==> src/dmmm_pkg.sv <==
// shared widths, codes and cell control type for the mean, median and mode block
// no dependencies
package dmmm_pkg;

   localparam int SAMPLE_W   = 16;
   localparam int SUM_W      = 22;
   localparam int CNT_W      = 6;
   localparam int VALUE_W    = 24;
   localparam int KIND_W     = 2;
   localparam int FRAC_W     = 8;
   localparam int DIVIDEND_W = SUM_W + FRAC_W;
   localparam int STEP_W     = $clog2(DIVIDEND_W);

   // result kinds as carried on the result channel
   typedef enum logic [KIND_W-1:0] {
      KIND_MEAN   = 2'd0,
      KIND_MEDIAN = 2'd1,
      KIND_MODE   = 2'd2
   } kind_type;

   // what the cell row does in a cycle
   typedef enum logic [1:0] {
      CELL_HOLD   = 2'd0,
      CELL_INSERT = 2'd1,
      CELL_ROTATE = 2'd2
   } cell_op_type;

   // broadcast to every cell
   typedef struct packed {
      cell_op_type               op;
      logic [SAMPLE_W-1:0]       sample;
      logic [CNT_W-1:0]          count;
   } cell_ctl_type;

endpackage

==> src/dmmm_cell.sv <==
// one cell of the sorted sample row: holds one sample, inserts or rotates
// depends on dmmm_pkg
module dmmm_cell #(
   parameter int CELL_INDEX = 0
) (
   input  logic                                 clock,
   input  dmmm_pkg::cell_ctl_type               ctl,
   input  logic signed [dmmm_pkg::SAMPLE_W-1:0] left_value,
   input  logic signed [dmmm_pkg::SAMPLE_W-1:0] right_value,
   input  logic signed [dmmm_pkg::SAMPLE_W-1:0] head_value,
   output logic signed [dmmm_pkg::SAMPLE_W-1:0] value
);
   import dmmm_pkg::*;

   localparam logic [CNT_W-1:0] MY_INDEX   = CNT_W'(CELL_INDEX);
   localparam logic [CNT_W-1:0] NEXT_INDEX = CNT_W'(CELL_INDEX + 1);

   logic signed [SAMPLE_W-1:0] value_ff, value_in;
   logic signed [SAMPLE_W-1:0] sample_s;
   logic                       own_gt, left_gt;

   // insert shifts larger entries up by one, rotate moves the row toward cell 0
   always_comb begin
      sample_s = ctl.sample;
      own_gt   = value_ff > sample_s;
      left_gt  = (CELL_INDEX != 0) && (left_value > sample_s);
      value_in = value_ff;
      case (ctl.op)
         CELL_INSERT: begin
            if (MY_INDEX < ctl.count) begin
               if (own_gt) begin
                  value_in = left_gt ? left_value : sample_s;
               end
            end else if (MY_INDEX == ctl.count) begin
               value_in = left_gt ? left_value : sample_s;
            end
         end
         CELL_ROTATE: begin
            if (NEXT_INDEX == ctl.count) begin
               value_in = head_value;
            end else if (NEXT_INDEX < ctl.count) begin
               value_in = right_value;
            end
         end
         default: begin
            value_in = value_ff;
         end
      endcase
   end

   always_ff @(posedge clock) begin
      value_ff <= value_in;
   end

   assign value = value_ff;

endmodule

==> src/dmmm_div.sv <==
// radix-2 restoring divider for the mean: (sum * 256) / count, truncated toward zero
// depends on dmmm_pkg
module dmmm_div (
   input  logic                                clock,
   input  logic                                reset,
   input  logic                                start,
   input  logic signed [dmmm_pkg::SUM_W-1:0]   sum,
   input  logic [dmmm_pkg::CNT_W-1:0]          count,
   output logic                                done,
   output logic [dmmm_pkg::VALUE_W-1:0]        quotient
);
   import dmmm_pkg::*;

   localparam logic [STEP_W-1:0] LAST_STEP = STEP_W'(DIVIDEND_W - 1);

   logic                    busy_ff, busy_in;
   logic                    done_ff, done_in;
   logic [STEP_W-1:0]       step_ff, step_in;
   logic [DIVIDEND_W-1:0]   dividend_ff, dividend_in;
   logic [DIVIDEND_W-1:0]   quot_ff, quot_in;
   logic [CNT_W-1:0]        rem_ff, rem_in;
   logic [CNT_W-1:0]        divisor_ff, divisor_in;
   logic                    neg_ff, neg_in;
   logic [SUM_W-1:0]        magnitude;
   logic [CNT_W:0]          trial;
   logic                    fits;
   logic [DIVIDEND_W-1:0]   signed_quot;

   // one quotient bit per cycle, sign applied at the end
   always_comb begin
      busy_in     = busy_ff;
      done_in     = done_ff;
      step_in     = step_ff;
      dividend_in = dividend_ff;
      quot_in     = quot_ff;
      rem_in      = rem_ff;
      divisor_in  = divisor_ff;
      neg_in      = neg_ff;
      magnitude   = sum[SUM_W-1] ? SUM_W'(-sum) : SUM_W'(sum);
      trial       = {rem_ff, dividend_ff[DIVIDEND_W-1]};
      fits        = trial >= {1'b0, divisor_ff};
      if (start) begin
         busy_in     = 1'b1;
         done_in     = 1'b0;
         step_in     = '0;
         dividend_in = {magnitude, {FRAC_W{1'b0}}};
         quot_in     = '0;
         rem_in      = '0;
         divisor_in  = count;
         neg_in      = sum[SUM_W-1];
      end else if (busy_ff) begin
         rem_in      = fits ? CNT_W'(trial - {1'b0, divisor_ff}) : trial[CNT_W-1:0];
         quot_in     = {quot_ff[DIVIDEND_W-2:0], fits};
         dividend_in = {dividend_ff[DIVIDEND_W-2:0], 1'b0};
         step_in     = step_ff + 1'b1;
         if (step_ff == LAST_STEP) begin
            busy_in = 1'b0;
            done_in = 1'b1;
         end
      end
   end

   always_ff @(posedge clock) begin
      if (reset) begin
         busy_ff <= 1'b0;
         done_ff <= 1'b0;
         step_ff <= '0;
      end else begin
         busy_ff <= busy_in;
         done_ff <= done_in;
         step_ff <= step_in;
      end
      dividend_ff <= dividend_in;
      quot_ff     <= quot_in;
      rem_ff      <= rem_in;
      divisor_ff  <= divisor_in;
      neg_ff      <= neg_in;
   end

   assign signed_quot = neg_ff ? (~quot_ff + 1'b1) : quot_ff;
   assign quotient    = signed_quot[VALUE_W-1:0];
   assign done        = done_ff;

endmodule

==> src/dataset_mean_median_mode.sv <==
// Dataset mean, median and mode over a sorted row of cells, one sample per cycle while idle.
// After the marked sample the input closes and the row rotates once for run lengths and median
// while a 30-step divider forms the mean: the mean goes out once both are done, the median
// from ST_MEDIAN after it, then a second rotation gives the modes in order.
// Reset is synchronous: clears count, sum and control; cell contents are kept.
module dataset_mean_median_mode #(
   parameter int MAX_SAMPLES = 32
) (
   input  logic                                clock,
   input  logic                                reset,
   // req_tdata: sample_value [15:0]
   input  logic                                req_tvalid,
   output logic                                req_tready,
   input  logic [dmmm_pkg::SAMPLE_W-1:0]       req_tdata,
   input  logic                                req_tlast,
   // rsp_tdata: result_value [23:0]; rsp_tuser: result_kind [1:0]
   output logic                                rsp_tvalid,
   input  logic                                rsp_tready,
   output logic [dmmm_pkg::VALUE_W-1:0]        rsp_tdata,
   output logic [dmmm_pkg::KIND_W-1:0]         rsp_tuser,
   output logic                                rsp_tlast
);
   import dmmm_pkg::*;

   localparam logic [CNT_W-1:0] MAX_COUNT = CNT_W'(MAX_SAMPLES);

   typedef enum logic [4:0] {
      ST_IDLE   = 5'b00001,
      ST_PASS1  = 5'b00010,
      ST_MEAN   = 5'b00100,
      ST_MEDIAN = 5'b01000,
      ST_PASS2  = 5'b10000
   } state_type;

   state_type                  state_ff, state_in;
   logic [CNT_W-1:0]           count_ff, count_in;
   logic signed [SUM_W-1:0]    sum_ff, sum_in;
   logic [CNT_W-1:0]           idx_ff, idx_in;
   logic [CNT_W-1:0]           run_ff, run_in;
   logic [CNT_W-1:0]           best_ff, best_in;
   logic [CNT_W-1:0]           nmodes_ff, nmodes_in;
   logic [CNT_W-1:0]           seen_ff, seen_in;
   logic signed [SAMPLE_W-1:0] med_lo_ff, med_lo_in;
   logic signed [SAMPLE_W-1:0] med_hi_ff, med_hi_in;
   logic                       rsp_valid_ff, rsp_valid_in;
   kind_type                   rsp_kind_ff, rsp_kind_in;
   logic [VALUE_W-1:0]         rsp_value_ff, rsp_value_in;
   logic                       rsp_last_ff, rsp_last_in;

   cell_ctl_type               cell_ctl;
   logic signed [SAMPLE_W-1:0] cell_value [MAX_SAMPLES];
   logic signed [SAMPLE_W-1:0] head_value, second_value, sample_s;
   logic                       accept, out_free, last_idx, run_end;
   logic [CNT_W-1:0]           run_cur, mid;
   logic [SAMPLE_W:0]          med_pair;
   logic [VALUE_W-1:0]         median_value;
   logic                       div_start, div_done;
   logic [VALUE_W-1:0]         div_quotient;

   // sorted row of cells
   for (genvar g = 0; g < MAX_SAMPLES; g++) begin : g_cell
      logic signed [SAMPLE_W-1:0] left_v, right_v;
      if (g == 0) begin : g_first
         assign left_v = '0;
      end else begin : g_inner_left
         assign left_v = cell_value[g-1];
      end
      if (g == MAX_SAMPLES - 1) begin : g_last
         assign right_v = '0;
      end else begin : g_inner_right
         assign right_v = cell_value[g+1];
      end
      dmmm_cell #(.CELL_INDEX(g)) u_cell (
         .clock       (clock),
         .ctl         (cell_ctl),
         .left_value  (left_v),
         .right_value (right_v),
         .head_value  (head_value),
         .value       (cell_value[g])
      );
   end

   assign head_value = cell_value[0];
   if (MAX_SAMPLES > 1) begin : g_second
      assign second_value = cell_value[1];
   end else begin : g_single
      assign second_value = cell_value[0];
   end

   // mean divider
   dmmm_div u_div (
      .clock    (clock),
      .reset    (reset),
      .start    (div_start),
      .sum      (sum_in),
      .count    (count_in),
      .done     (div_done),
      .quotient (div_quotient)
   );

   // handshake and run tracking terms
   assign req_tready   = (state_ff == ST_IDLE);
   assign accept       = req_tvalid && req_tready;
   assign out_free     = !rsp_valid_ff || rsp_tready;
   assign sample_s     = req_tdata;
   assign last_idx     = (idx_ff == count_ff - 1'b1);
   assign run_end      = last_idx || (head_value != second_value);
   assign run_cur      = run_ff + 1'b1;
   assign mid          = count_ff >> 1;
   assign med_pair     = {med_lo_ff[SAMPLE_W-1], med_lo_ff} + {med_hi_ff[SAMPLE_W-1], med_hi_ff};
   assign median_value = count_ff[0] ? {med_hi_ff, {FRAC_W{1'b0}}}
                                     : {med_pair, {(FRAC_W-1){1'b0}}};

   // sequencer
   always_comb begin
      state_in     = state_ff;
      count_in     = count_ff;
      sum_in       = sum_ff;
      idx_in       = idx_ff;
      run_in       = run_ff;
      best_in      = best_ff;
      nmodes_in    = nmodes_ff;
      seen_in      = seen_ff;
      med_lo_in    = med_lo_ff;
      med_hi_in    = med_hi_ff;
      rsp_valid_in = rsp_valid_ff && !rsp_tready;
      rsp_kind_in  = rsp_kind_ff;
      rsp_value_in = rsp_value_ff;
      rsp_last_in  = rsp_last_ff;
      div_start    = 1'b0;
      cell_ctl.op     = CELL_HOLD;
      cell_ctl.sample = req_tdata;
      cell_ctl.count  = count_ff;
      case (state_ff)
         ST_IDLE: begin
            if (accept) begin
               if (count_ff < MAX_COUNT) begin
                  cell_ctl.op = CELL_INSERT;
                  count_in    = count_ff + 1'b1;
                  sum_in      = sum_ff + SUM_W'(sample_s);
               end
               if (req_tlast) begin
                  state_in  = ST_PASS1;
                  idx_in    = '0;
                  run_in    = '0;
                  best_in   = '0;
                  nmodes_in = '0;
                  div_start = 1'b1;
               end
            end
         end
         ST_PASS1: begin
            // first rotation: longest run, mode count, median samples
            cell_ctl.op = CELL_ROTATE;
            idx_in      = idx_ff + 1'b1;
            if (run_end) begin
               run_in = '0;
               if (run_cur > best_ff) begin
                  best_in   = run_cur;
                  nmodes_in = CNT_W'(1);
               end else if (run_cur == best_ff) begin
                  nmodes_in = nmodes_ff + 1'b1;
               end
            end else begin
               run_in = run_cur;
            end
            if ((mid != '0) && (idx_ff == mid - 1'b1)) begin
               med_lo_in = head_value;
            end
            if (idx_ff == mid) begin
               med_hi_in = head_value;
            end
            if (last_idx) begin
               state_in = ST_MEAN;
            end
         end
         ST_MEAN: begin
            if (div_done && out_free) begin
               rsp_valid_in = 1'b1;
               rsp_kind_in  = KIND_MEAN;
               rsp_value_in = div_quotient;
               rsp_last_in  = 1'b0;
               state_in     = ST_MEDIAN;
            end
         end
         ST_MEDIAN: begin
            if (out_free) begin
               rsp_valid_in = 1'b1;
               rsp_kind_in  = KIND_MEDIAN;
               rsp_value_in = median_value;
               rsp_last_in  = 1'b0;
               state_in     = ST_PASS2;
               idx_in       = '0;
               run_in       = '0;
               seen_in      = '0;
            end
         end
         ST_PASS2: begin
            // second rotation: one step per free output slot, modes in order
            if (out_free) begin
               cell_ctl.op = CELL_ROTATE;
               idx_in      = idx_ff + 1'b1;
               if (run_end) begin
                  run_in = '0;
                  if (run_cur == best_ff) begin
                     rsp_valid_in = 1'b1;
                     rsp_kind_in  = KIND_MODE;
                     rsp_value_in = {head_value, {FRAC_W{1'b0}}};
                     rsp_last_in  = (seen_ff + 1'b1 == nmodes_ff);
                     seen_in      = seen_ff + 1'b1;
                  end
               end else begin
                  run_in = run_cur;
               end
               if (last_idx) begin
                  state_in = ST_IDLE;
                  count_in = '0;
                  sum_in   = '0;
                  best_in  = '0;
               end
            end
         end
         default: begin
            state_in = ST_IDLE;
         end
      endcase
   end

   always_ff @(posedge clock) begin
      if (reset) begin
         state_ff     <= ST_IDLE;
         count_ff     <= '0;
         sum_ff       <= '0;
         best_ff      <= '0;
         rsp_valid_ff <= 1'b0;
      end else begin
         state_ff     <= state_in;
         count_ff     <= count_in;
         sum_ff       <= sum_in;
         best_ff      <= best_in;
         rsp_valid_ff <= rsp_valid_in;
      end
      idx_ff       <= idx_in;
      run_ff       <= run_in;
      nmodes_ff    <= nmodes_in;
      seen_ff      <= seen_in;
      med_lo_ff    <= med_lo_in;
      med_hi_ff    <= med_hi_in;
      rsp_kind_ff  <= rsp_kind_in;
      rsp_value_ff <= rsp_value_in;
      rsp_last_ff  <= rsp_last_in;
   end

   assign rsp_tvalid = rsp_valid_ff;
   assign rsp_tdata  = rsp_value_ff;
   assign rsp_tuser  = rsp_kind_ff;
   assign rsp_tlast  = rsp_last_ff;

endmodule

==> config.mk <==
export PLATFORM = sky130hd
export DESIGN_NAME = dataset_mean_median_mode
export DESIGN_NICKNAME = d
export VERILOG_FILES = /design/src/dmmm_pkg.sv /design/src/dmmm_cell.sv /design/src/dmmm_div.sv /design/src/dataset_mean_median_mode.sv
export SDC_FILE = /design/constraint.sdc
export NUM_CORES = 2
export LEC_CHECK = 0
export BUFFER_PORTS_ARGS = -buffer_cell sky130_fd_sc_hd__buf_4
export CORE_MARGIN = 5
export CORE_UTILIZATION = 35
export DETAILED_ROUTE_END_ITERATION = 7
export GPL_TIMING_DRIVEN = 0
export PLACE_DENSITY = 0.6
export SLEW_MARGIN = 40
export SYNTH_ARGS = -nofsm -noshare
export SYNTH_HDL_FRONTEND = slang
export SYNTH_SLANG_ARGS = --single-unit
==> constraint.sdc <==
create_clock -name clock -period 7.14 [get_ports clock]
set_input_delay 0.357 -clock clock [delete_from_list [all_inputs] [get_ports clock]]
set_output_delay 0.357 -clock clock [all_outputs]
set_load 0.05 [all_outputs]
# Word level (Yosys, flattened, before mapping)
# Cells that the tools add are included.
# totals
register_bits	701
elab_cells	652
# classes
addsub	13
magnitude_cmp	68
eq_ne	155
n_mux	302
n_bitwise	1
n_reduce_logical	59
# op_table
cell	count
$mux W16	191
$pmux W16 S2	32
$gt A16 B16 Y1	32
$ne A3 B1 Y1 const B	63
$mux W24	7
$mux W6	21
$reduce_and A4 Y1	31
$mux W22	5
$eq A5 B6 Y1 const A	16
$lt A5 B6 Y1 const A	16
$ne A3 B2 Y1 const B	32
$pmux W24 S3	1
$mux W30	2
$eq A4 B6 Y1 const A	8
$lt A4 B6 Y1 const A	8
$pmux W6 S4	2
$pmux W22 S2	1
$pmux W6 S2	3
$mux W5	7
$add A6 B1 Y6 const B	5
$pmux W5 S5	1
$add A24 B1 Y24 const B	1
$eq A3 B6 Y1 const A	4
$eq A6 B6 Y1	4
48 further kinds	105

# Longest topological paths before layout
# depth
ltp_word	8
depth_mapped	18

# Cells and area by module
# A second synthesis with hierarchy kept.
# unflattened
cells_unflattened	7698
hier_area_um2	72386.9
# by_module_without_submodules
module	instances	cells_per_inst	area_per_inst_um2	seq_area_each_um2
dataset_mean_median_mode	1	776	7624.8	3293.2
dmmm_div	1	389	3736.1	1611.5
dmmm_cell at g_cell[21].u_cell	1	254	2212.1	480.5
dmmm_cell at g_cell[23].u_cell	1	256	2212.1	480.5
dmmm_cell at g_cell[3].u_cell	1	256	2209.6	480.5
dmmm_cell at g_cell[25].u_cell	1	252	2204.6	480.5
dmmm_cell at g_cell[13].u_cell	1	201	2019.4	480.5
dmmm_cell at g_cell[18].u_cell	1	200	2015.7	480.5
dmmm_cell at g_cell[27].u_cell	1	200	1976.9	480.5
dmmm_cell at g_cell[30].u_cell	1	205	1943.1	480.5
dmmm_cell at g_cell[2].u_cell	1	206	1941.9	480.5
dmmm_cell at g_cell[24].u_cell	1	203	1935.6	480.5
dmmm_cell at g_cell[29].u_cell	1	204	1934.4	480.5
dmmm_cell at g_cell[28].u_cell	1	204	1923.1	480.5
20 more rows	--	--	--	--

# Worst setup path after synthesis
# No wires, ideal clock.
# synth_path
kind	input port to flip-flop
from	input req_tdata[1] in the netlist's numbering
to	register g_cell[24].u_cell.value_ff[0], enable pin
setup_ps	414
t_arrival_ps	4668
path_slack_ps	2057
stages	15
n_path_buf	3
path_cell_list	clkbuf_1 -> inv_1 -> ha_1 -> nor2b_1 -> o21a_1 -> o21a_1 -> o21a_1 -> o21a_1 -> o211ai_1 -> a211o_1 -> a222oi_1 -> clkbuf_1 -> buf_2 -> a21oi_1 -> a211oi_1
# synth_between
elab_chain_len	3
# synth_lines
element	line	source
start, declared	dataset_mean_median_mode.sv:14	input logic [dmmm_pkg::SAMPLE_W-1:0] req_tdata,
$gt A16 B16 Y1	dmmm_cell.sv:25	own_gt = value_ff > sample_s;
$ne A3 B2 Y1 (no line)	--	
$reduce_and A4 Y1 (no line)	--	
end signal, assigned	dmmm_cell.sv:52	value_ff <= value_in;
end, declared	dmmm_cell.sv:18	logic signed [SAMPLE_W-1:0] value_ff, value_in;
# No other way between the ends.
# A chain may end at the register's enable or synchronous reset.

# Worst setup path after layout
# layout_path
from	register count_ff[0]
to	register u_div.dividend_ff[28] (data pin)
# layout_between
elab_chain_len	8
# layout_lines
element	line	source
start, declared	dataset_mean_median_mode.sv:36	logic [CNT_W-1:0] count_ff, count_in;
start signal, assigned	dataset_mean_median_mode.sv:238	count_ff <= count_in;
$sub A6 B1 Y6	dataset_mean_median_mode.sv:106	assign last_idx = (idx_ff == count_ff - 1'b1);
$eq A6 B6 Y1	dataset_mean_median_mode.sv:106	
$mux W22	dataset_mean_median_mode.sv:215	if (last_idx) begin
$mux W22	dataset_mean_median_mode.sv:200	if (out_free) begin
$pmux W22 S2 *	dataset_mean_median_mode.sv:134	case (state_ff)
$neg A22 Y22	dmmm_div.sv:39	magnitude = sum[SUM_W-1] ? SUM_W'(-sum) : SUM_W'(sum);
$mux W22 *	dmmm_div.sv:39	
$mux W30 *	dmmm_div.sv:42	if (start) begin
named net u_div.dividend_in[28]	dmmm_div.sv:19	logic [DIVIDEND_W-1:0] dividend_ff, dividend_in;
end signal, assigned	dmmm_div.sv:73	dividend_ff <= dividend_in;
end, declared	dmmm_div.sv:19	
# The timed path passes the listed nets; every way through them passes the cells marked *.

==> flow_metrics.tcl <==
set metrics [dict create \
    outcome "finished, final reports clean" \
    grt_pass1_vias 47400 \
    clockBufferDepth 3 \
    synth_nets 6179 \
    drt-initial-drc-count 6731 \
    dp_hpwl_um 183000 \
    root_buffer "clkbuf_16" \
    ys_types 79 \
    crit_type "reg -> reg" \
    synth-seq-cells 701 \
    drv_cap 0 \
    yosysMostFrequentCell "mux2i_1" \
    regArea_um2 20300 \
    place_congestion 1.04 \
    dpl_cell_area_um2 59200 \
    p_leak_nw 24.7 \
    multi_input_area_um2 32400 \
    overflow 0 \
    final_cell_area_um2 62200 \
    utilization 0.404 \
    fin_crit_sh 0.795 \
    setup_tns_ns 0 \
    grt_antenna_before_repair 18 \
    yosysTopAreaCell "edfxtp_1" \
    cts_tree "yes" \
    async_flop_share 0 \
    post_drt_wl_per_cell_um 30.7 \
    grt_pass1_wl_um 340000 \
    vias_per_cell 6.32 \
    cp-start-kind "flop" \
    synth_edf_count 624 \
    fin_crit_ns 5.68 \
    crit_start "count_ff[0]" \
    syn_to_final_growth_pct 14.6 \
    syn_inst 5575 \
    clk_pin_slew_ns 0.06 \
    vdd_ir_drop_max_mv 0.196 \
    cp_data_required_time_ns 7.57 \
    finalClockSkew_ns 0.0412 \
    die_w_um 404 \
    critPathMaxFanout 12 \
    fillCellCount 15100 \
    slew_viol_final 0 \
    hp-class "in -> reg" \
    cts_htree_levels 3 \
    cts_resized 0 \
    worst_r2r_path_depth 18 \
    hold_violations 0 \
    max_slew.worst_pin.slew_ns 0.992 \
    cp-end-kind "flop" \
    dr.pass1.iters 8 \
    ios 50 \
    drc_errors 0 \
    ant_nets 0 \
    hold_buffers 0 \
    yosysTopAreaCellShare 0.345 \
    die-area_um2 163000 \
    clkSinkCount 701 \
    synth.yosys.seq_area_share 0.374 \
    fin_nets 6396 \
    synth_ff_type "edfxtp_1" \
    setup_viol 0 \
    pwr_density_cell_nw_per_um2 249 \
    syn-cell-area_um2 54200 \
    portBuffers 48 \
    synthTopCellsByArea "edfxtp_1 35%, ha_1 13%, mux2i_1 13%" \
    avgSynthCellArea_um2 9.73 \
    vias 50100 \
    cts_setup_buffers 0 \
    routed_wl_um 244000 \
    fmax_ghz 0.176 \
    cp_data_arrival_time_ns 6.11 \
    yosys-top-cells-count "711 x mux2i_1, 624 x edfxtp_1, 580 x ha_1" \
    rows 144 \
    yosysWarnings 0 \
    die_height_um 404 \
    coreArea_um2 154000 \
    initial_core_util 0.352 \
    relSlewSlack 0.339 \
    layoutNonFillerInstCount 7925 \
    grt_max_degree 35 \
    timing.rr.start "count_ff[0]" \
    rsz0062_at_grt "false" \
    r2r_end "u_div.dividend_ff[28]" \
    drive_gt1_frac 0.0841 \
    crit_end "u_div.dividend_ff[28]" \
    dp.cells 7746 \
    reg2reg_slack_ns 1.46 \
    insertion_delay_ns 0.73 \
    cts_made_buffers 86 \
    globalRouteTotalUtil 0.285 \
]
-- critical path: stages, from the launching register on --
cell,delay (ns)
dfxtp_1,0.45
inv_1,0.13
clkbuf_1,0.62
ha_1,0.63
nand3_1,0.17
a221oi_2,0.27
a41o_2,0.20
and4_1,0.22
buf_6,0.16
nor2_4,0.08
buf_1,0.30
a22oi_1,0.37
ha_1,0.26
a21boi_0,0.39
nand3_1,0.19
nor3_2,0.39
nand4_1,0.20
o2111ai_1,0.25
o211ai_1,0.12
-- area by class of cell --
class / instances / share of cell area
diodes: 16 / 0.000644
multi-input cells: 4334 / 0.521
inverters: 139 / 0.00936
plain buffers: 401 / 0.0274
flip-flops and latches: 701 / 0.326
clock buffers: 103 / 0.0370
clock inverters: 58 / 0.00841
well taps: 2044 / 0.0411
repair buffers: 129 / 0.0287
-- worst min-delay path by stage --
stage                     startpoint     endpoint  cells after the start  slack, ns
after floorplan           best_ff[2]   best_ff[2]                      2       0.43
after global placement    best_ff[3]   best_ff[3]                      2       0.44
after detailed placement  best_ff[2]   best_ff[2]                      2       0.45
after CTS                  req_tlast  state_ff[0]                      4       0.04
after global routing       req_tlast  state_ff[4]                      5       0.09
final                      req_tlast  state_ff[4]                      5       0.10
-- power by group --
group	internal [W]	leakage, nW	switching, W
sequential	0.00526	6.47	0.000621
combinational	0.00193	16.8	0.00313
clock	0.00262	1.39	0.00194
total	0.00981	24.7	0.00569
-- through the flow --
step	hold slack (ns)	setup WS, ns	total power (W)
floorplan	0.432	2.06	0.00881
global placement	0.441	-1.63	0.0104
detailed placement	0.447	1.55	0.0108
CTS	0.0442	1.57	0.0153
global route	0.0882	1.18	0.0160
finish	0.102	1.46	0.0155
-- cells by family (layout without fill, tap and decap cells) --
group,Yosys count,after routing,synth area share
compound gates,1368,1368,0.167
xor+xnor,124,124,0.0200
fa+ha+maj,583,583,0.135
buf+inv,540,830,0.0382
flops,701,701,0.374
mux,717,717,0.132
other cells,0,16,0
simple gates,1542,1542,0.133
-- metal layers --
metal | up-vias | GRT usage | share of wire
li1 | 21600 | - | -
met1 | 24200 | 0.362 | 0.38
met2 | 3333 | 0.415 | 0.41
met3 | 924 | 0.0927 | 0.13
met4 | 8 | 0.189 | 0.080
met5 | - | 0.00208 | 0.00024
-- flip-flops by register name (all words and copies together), names as in the netlist, 2 cells and up --
name	flops
g_cell.u_cell.value	512
rsp_tdata	24
u_div.quot_ff	24
sum_ff	22
u_div.dividend_ff	22
med_hi_ff	16
med_lo_ff	16
best_ff	6
count_ff	6
idx_ff	6
nmodes_ff	6
run_ff	6
seen_ff	6
u_div.divisor_ff	6
u_div.rem_ff	6
state_ff	5
u_div.step_ff	5
rsp_tuser	2
-- cell usage in the layout (no fill, tap or decap), types with 110 or more instances in the layout --
cell and instances:
a21oi_1 452, edfxtp_1 624, o21a_1 110, nand2_1 449, mux2i_1 711, clkbuf_1 252, inv_1 117, o21ai_0 207
nor2_1 511, clkbuf_2 119, ha_1 580
(Power assumes the default switching activity.)
